**config.mk**
```make
export PLATFORM = sky130hd
export DESIGN_NAME = rpr_queue
export DESIGN_NICKNAME = d
export VERILOG_FILES = /design/src/hw/rtl/rpr_pkg.sv /design/src/hw/rtl/rpr_queue.sv
export SDC_FILE = /design/constraint.sdc
export NUM_CORES = 1
export LEC_CHECK = 0
export ABC_AREA = 1
export BUFFER_PORTS_ARGS = -buffer_cell sky130_fd_sc_hd__buf_2
export CORE_UTILIZATION = 56
export CTS_BUF_LIST = sky130_fd_sc_hd__clkbuf_16
export CTS_CLUSTER_SIZE = 30
export DETAILED_ROUTE_END_ITERATION = 12
export GPL_ROUTABILITY_DRIVEN = 0
export PLACE_DENSITY = 0.94
export RECOVER_POWER = 50
export REMOVE_ABC_BUFFERS = 1
export SLEW_MARGIN = 20
export SYNTH_ARGS = -nofsm -noshare
export SYNTH_HDL_FRONTEND = slang
export SYNTH_SLANG_ARGS = --single-unit
```
**constraint.sdc**
```tcl
create_clock -name clk -period 7.9 [get_ports clk]
set_input_delay 0.395 -clock clk [delete_from_list [all_inputs] [get_ports clk]]
set_output_delay 0.395 -clock clk [all_outputs]
set_load 0.1 [all_outputs]
```
**src/hw/rtl/rpr_pkg.sv**
```systemverilog
// ----------------------------------------------------------------------------
// rpr_pkg - shared types and constants for the palette register interface
// Access and result beats, queue commands, port codes and byte lane helpers.
// ----------------------------------------------------------------------------
package rpr_pkg;

	localparam int COLOR_ENTRIES   = 256;
	localparam int OVERLAY_ENTRIES = 4;
	localparam int PTR_W           = 10;
	localparam int ENT_W           = $clog2(COLOR_ENTRIES);
	localparam int COLOR_W         = 24;
	localparam int QUEUE_DEPTH     = 2;
	localparam int QUEUE_AW        = $clog2(QUEUE_DEPTH);

	// access kinds
	localparam logic REQ_READ  = 1'b0;
	localparam logic REQ_WRITE = 1'b1;

	// port codes
	localparam logic [1:0] PORT_POINTER = 2'd0;
	localparam logic [1:0] PORT_PALETTE = 2'd1;
	localparam logic [1:0] PORT_CONTROL = 2'd2;
	localparam logic [1:0] PORT_OVERLAY = 2'd3;

	// byte lanes inside one entry
	localparam logic [1:0] LANE_RED   = 2'd0;
	localparam logic [1:0] LANE_GREEN = 2'd1;
	localparam logic [1:0] LANE_BLUE  = 2'd2;

	// control register 6 sits at slot 2 of registers 4..7
	localparam logic [1:0] CTRL_BLINK_SLOT = 2'd2;

	typedef struct packed {
		logic       req_type;
		logic [1:0] reg_addr;
		logic [7:0] write_data;
	} req_t;

	typedef struct packed {
		logic [7:0] read_data;
		logic       color_changed;
		logic [1:0] overlay_enable;
		logic [6:0] blink_on_frames;
		logic [6:0] blink_off_frames;
	} rsp_t;

	typedef enum logic [1:0] {
		CMD_DONE,
		CMD_PAL_READ,
		CMD_PAL_COMMIT
	} cmd_kind_t;

	typedef struct packed {
		cmd_kind_t          kind;
		logic [ENT_W-1:0]   ent;
		logic [1:0]         lane;
		logic [COLOR_W-1:0] color;
		rsp_t               rsp;
	} cmd_t;

	typedef enum logic {
		BK_IDLE,
		BK_WAIT
	} back_state_t;

	typedef logic [ENT_W-1:0] ent_wrap_tbl_t [256];

	function automatic ent_wrap_tbl_t build_ent_wrap();
		ent_wrap_tbl_t t;
		for (int i = 0; i < 256; i++) begin
			t[i] = ENT_W'(i % COLOR_ENTRIES);
		end
		return t;
	endfunction

	// entry selected by a pointer write, indexed by the written byte
	localparam ent_wrap_tbl_t ENT_WRAP = build_ent_wrap();

	function automatic logic [7:0] get_lane(input logic [COLOR_W-1:0] color,
			input logic [1:0] lane);
		logic [7:0] b;
		case (lane)
			LANE_RED:   b = color[23:16];
			LANE_GREEN: b = color[15:8];
			LANE_BLUE:  b = color[7:0];
			default:    b = 8'd0;
		endcase
		return b;
	endfunction

	function automatic logic [COLOR_W-1:0] set_lane(input logic [COLOR_W-1:0] color,
			input logic [1:0] lane, input logic [7:0] v);
		logic [COLOR_W-1:0] c;
		c = color;
		case (lane)
			LANE_RED:   c[23:16] = v;
			LANE_GREEN: c[15:8]  = v;
			LANE_BLUE:  c[7:0]   = v;
			default:    c = color;
		endcase
		return c;
	endfunction

	function automatic logic [6:0] blink_on_of(input logic [1:0] sel);
		logic [6:0] t;
		case (sel)
			2'd0:    t = 7'd16;
			2'd1:    t = 7'd16;
			2'd2:    t = 7'd32;
			default: t = 7'd64;
		endcase
		return t;
	endfunction

	function automatic logic [6:0] blink_off_of(input logic [1:0] sel);
		logic [6:0] t;
		case (sel)
			2'd0:    t = 7'd48;
			2'd1:    t = 7'd16;
			2'd2:    t = 7'd32;
			default: t = 7'd64;
		endcase
		return t;
	endfunction

endpackage

```
**src/hw/rtl/rpr_queue.sv**
```systemverilog
// ----------------------------------------------------------------------------
// rpr_queue - short command queue
// Decouples access decode from the palette memory side.
// ----------------------------------------------------------------------------
module rpr_queue (
	input  logic          clk,
	input  logic          arst_n,
	input  logic          push,
	input  rpr_pkg::cmd_t din,
	input  logic          pop,
	output rpr_pkg::cmd_t dout,
	output logic          full,
	output logic          empty
);

	rpr_pkg::cmd_t               slot_q [rpr_pkg::QUEUE_DEPTH];
	logic [rpr_pkg::QUEUE_AW-1:0] wr_ptr_q;
	logic [rpr_pkg::QUEUE_AW-1:0] rd_ptr_q;
	logic [rpr_pkg::QUEUE_AW:0]   count_q;

	localparam logic [rpr_pkg::QUEUE_AW-1:0] LAST_SLOT =
		rpr_pkg::QUEUE_AW'(rpr_pkg::QUEUE_DEPTH - 1);
	localparam logic [rpr_pkg::QUEUE_AW:0] FULL_COUNT =
		(rpr_pkg::QUEUE_AW + 1)'(rpr_pkg::QUEUE_DEPTH);
	localparam logic [rpr_pkg::QUEUE_AW:0] COUNT_ONE =
		(rpr_pkg::QUEUE_AW + 1)'(1);

	assign full  = (count_q == FULL_COUNT);
	assign empty = (count_q == '0);
	assign dout  = slot_q[rd_ptr_q];

	always_ff @(posedge clk) begin
		if (push) begin
			slot_q[wr_ptr_q] <= din;
		end
	end

	always_ff @(posedge clk or negedge arst_n) begin
		if (!arst_n) begin
			wr_ptr_q <= '0;
			rd_ptr_q <= '0;
			count_q  <= '0;
		end else begin
			if (push) begin
				wr_ptr_q <= (wr_ptr_q == LAST_SLOT) ? '0 : wr_ptr_q + 1'b1;
			end
			if (pop) begin
				rd_ptr_q <= (rd_ptr_q == LAST_SLOT) ? '0 : rd_ptr_q + 1'b1;
			end
			if (push && !pop) begin
				count_q <= count_q + COUNT_ONE;
			end else if (pop && !push) begin
				count_q <= count_q - COUNT_ONE;
			end
		end
	end

`ifndef SYNTHESIS
	assert property (@(posedge clk) disable iff (!arst_n) push |-> !full)
		else $error("command queue overflow");
	assert property (@(posedge clk) disable iff (!arst_n) pop |-> !empty)
		else $error("command queue underflow");
`endif

endmodule

```
==> impl_metrics.csv <==
group,metric,value,unit
outcome,outcome,"complete, no violations",
grt,grt_first_pass_wirelength,11.6,mm
timing,fin_crit_sh,0.380,
layout,area.growth.synth_to_final,24.5,%
timing,max_slew_margin,0.170,
critical_path,critPathLaunchType,"flip-flop",
place,dp_hpwl,5.15,mm
timing,tightest_pin_transition,1250,ps
timing,timing.final.crit_period,3000,ps
layout,final_nets,424,
synthesis,synthCells,215,
grt,overflow,0,
synthesis,synthDistinctLibCells,14,
grt,number_of_antenna_violations_at_the_first_check_in_global_routing,0,
timing,timing_hold_violations_final,0,
run,max_cap_violations,0,
place,post-place-ws,5560,ps
critical_path,timing.reg2reg.worst_path_depth,3,
timing,fin_worst_skew,6.76,ps
layout,layout-drive-gt1-share,0.514,
synthesis,synth_flop_cell,"edfxtp_1",
timing,finalWorstSetupSlack,4900,ps
synthesis,post_synth_xor_area_fraction,0.00535,
synthesis,synth-edff-count,122,
critical_path,critical_path_arrival,2610,ps
synthesis,synth_simple_gate_area_frac,0.00841,
route,total_number_of_vias,2412,
place,placedInstanceArea,5570,µm²
critical_path,crit_required,7510,ps
synthesis,library_cell_with_the_highest_instance_count_after_synthesis,"edfxtp_1",
route,detailed_route_iter0_violations,99,
route,drc,0,
floorplan,floorplan.initialDensity,0.589,
route,detail-route-antenna-nets,0,
route,vias_per_cell,5.08,
floorplan,die_h,95.6,µm
synthesis,main_combinational_cell_family_by_area_after_synthesis,"multiplexers",
synthesis,synth_seq_cells,126,
synthesis,synth_top_cell_area_share,0.746,
timing,timing.setup.tns,0,ps
synthesis,seq_area_frac_synth,0.767,
critical_path,crit_path_end_kind,"output port",
synthesis,syn_avg_cell_area,22.8,µm²
synthesis,synth-adder-area-share,0.00255,
cts,clk_transition_reported_paths,60,ps
cts,cts-root-buf,"clkbuf_16",
timing,final-setup-viol-count,0,
grt,via_count_of_the_first_global_routing_pass,2392,
floorplan,site_rows,33,
cts,clkSinkCount,126,
floorplan,core_area,8340,µm²
grt,grtUsageTotal,0.183,
timing,clock.fmax,333,MHz
cts,cts_buffer_depth,2,
layout,final_cell_area,6110,µm²
min_path,hold_depth,1,
min_path,hold_path.class,"in -> reg",
synthesis,ys.warnings.count,0,
cts,tritoncts,"yes",
synthesis,async_flop_share,0.0317,
place,number_of_port_buffers,127,
route,detailedRoute.firstPassIterationCount,4,
cts,clk-insertion-delay-late,390,ps
timing,timing.final.max_slew_violations,0,
timing,unrepaired_setup_endpoints_after_global_routing,"false",
synthesis,post_synthesis_compound_gate_area_fraction,0,
floorplan,design.die.area,9150,µm²
timing,timing.hold.ws,184,ps
synthesis,yosys-top-cells-count,"122 x edfxtp_1, 59 x mux2_4, 7 x inv_1",
floorplan,chipWidth,95.6,µm
cts,ctsHtreeMaxLevel,4,
synthesis,syn_area,4910,µm²
critical_path,worstPathMaxFanout,42,
cts,cts-buffers-inserted,17,
synthesis,synth.largest_area_cell,"edfxtp_1",
synthesis,synth_area_leaders,"edfxtp_1 75%, mux2_4 18%, buf_12 2.4%",
synthesis,synth.area.mux_share,0.185,
floorplan,io-pin-count,128,
route,drt-total-wl,7.97,mm
grt,grt_start_max_net_pins,63,
critical_path,criticalPathCategory,"reg -> out",
layout,num_antenna_cells,0,
route,routed_wire_length_per_instance,16.8,µm
critical path: stages (launching register included):
cell     delay, ps
dfrtp_1       1170
buf_16         350
mux2_4         220
buf_2          420
sequential cells by signal, indices dropped and copies added (netlist names):
name	cells
slot_q	122
rd_ptr_q	1
count_q	2
wr_ptr_q	1
cell families (layout without fill, tap and decap cells):
| family | count (synthesis) | count (layout) |
|---|---|---|
| flops | 126 | 126 |
| fa+ha+maj | 1 | 1 |
| simple gates | 10 | 10 |
| mux | 61 | 61 |
| xor+xnor | 3 | 3 |
| buf+inv | 14 | 169 |
repair_timing:
item | 4_1_cts | 5_1_grt
setup buffers | 0 | 0
endpoints found under the hold margin | 4 | 0
hold buffers | 1 | 0
resized for setup | 0 | 0
worst paths after layout:
kind / from / end / slack, ps
max: rd_ptr_q / dout[9] / 4900
min: din[41] / slot_q[0][41] / 180
max reg2reg: wr_ptr_q / slot_q[1][55] / 5650
min reg2reg: wr_ptr_q / wr_ptr_q / 550
max in group asynchronous: arst_n / wr_ptr_q / 7330
min in group asynchronous: arst_n / rd_ptr_q / 360
through the flow:
step,std cells,utilization
6_report,475,0.733
5_1_grt,475,0.733
4_1_cts,474,0.735
3_5_place_dp,442,0.668
3_3_place_gp,442,0.668
2_1_floorplan,208,-
layer usage:
metal / GRT usage / vias to the layer above / part of all wire
met3: 0.0646 / 10 / 0.056
met1: 0.195 / 1192 / 0.38
met2: 0.321 / 88 / 0.55
met5: 0 / - / 0
met4: 0.0858 / 0 / 0.013
li1: - / 1122 / -
placed cells by master, fill, tap and decap left out:
master         synthesis  layout
edfxtp_1             122     122
buf_2                  0      94
mux2_4                59      59
clkbuf_1               0      33
clkbuf_16              0      17
inv_1                  7       7
nand2_1                5       5
clkinvlp_4             0       5
clkinv_2               0       4
dfrtp_1                4       4
clkinv_4               0       3
nor2_1                 3       2
mux2_2                 2       2
xor2_1                 2       2
buf_4                  0       2
nor2_4                 0       1
xnor2_1                1       1
nand3_1                1       1
nand4_1                1       1
ha_1                   1       1
bufinv_16              0       1
inv_6                  0       1
dlygate4sd3_1          0       1
buf_16                 0       1
layout make-up:
class | count | area [µm²]
sequential | 126 | 3760
clock buffer | 17 | 425
tap | 105 | 131
multi-input combinational | 75 | 996
clock inverter | 14 | 123
fill | 544 | 2230
timing repair buffer | 131 | 647
inverter | 7 | 26.3
Power is not shown: default switching activity piles up to over one toggle a cycle in this logic, so the estimate is an artifact.
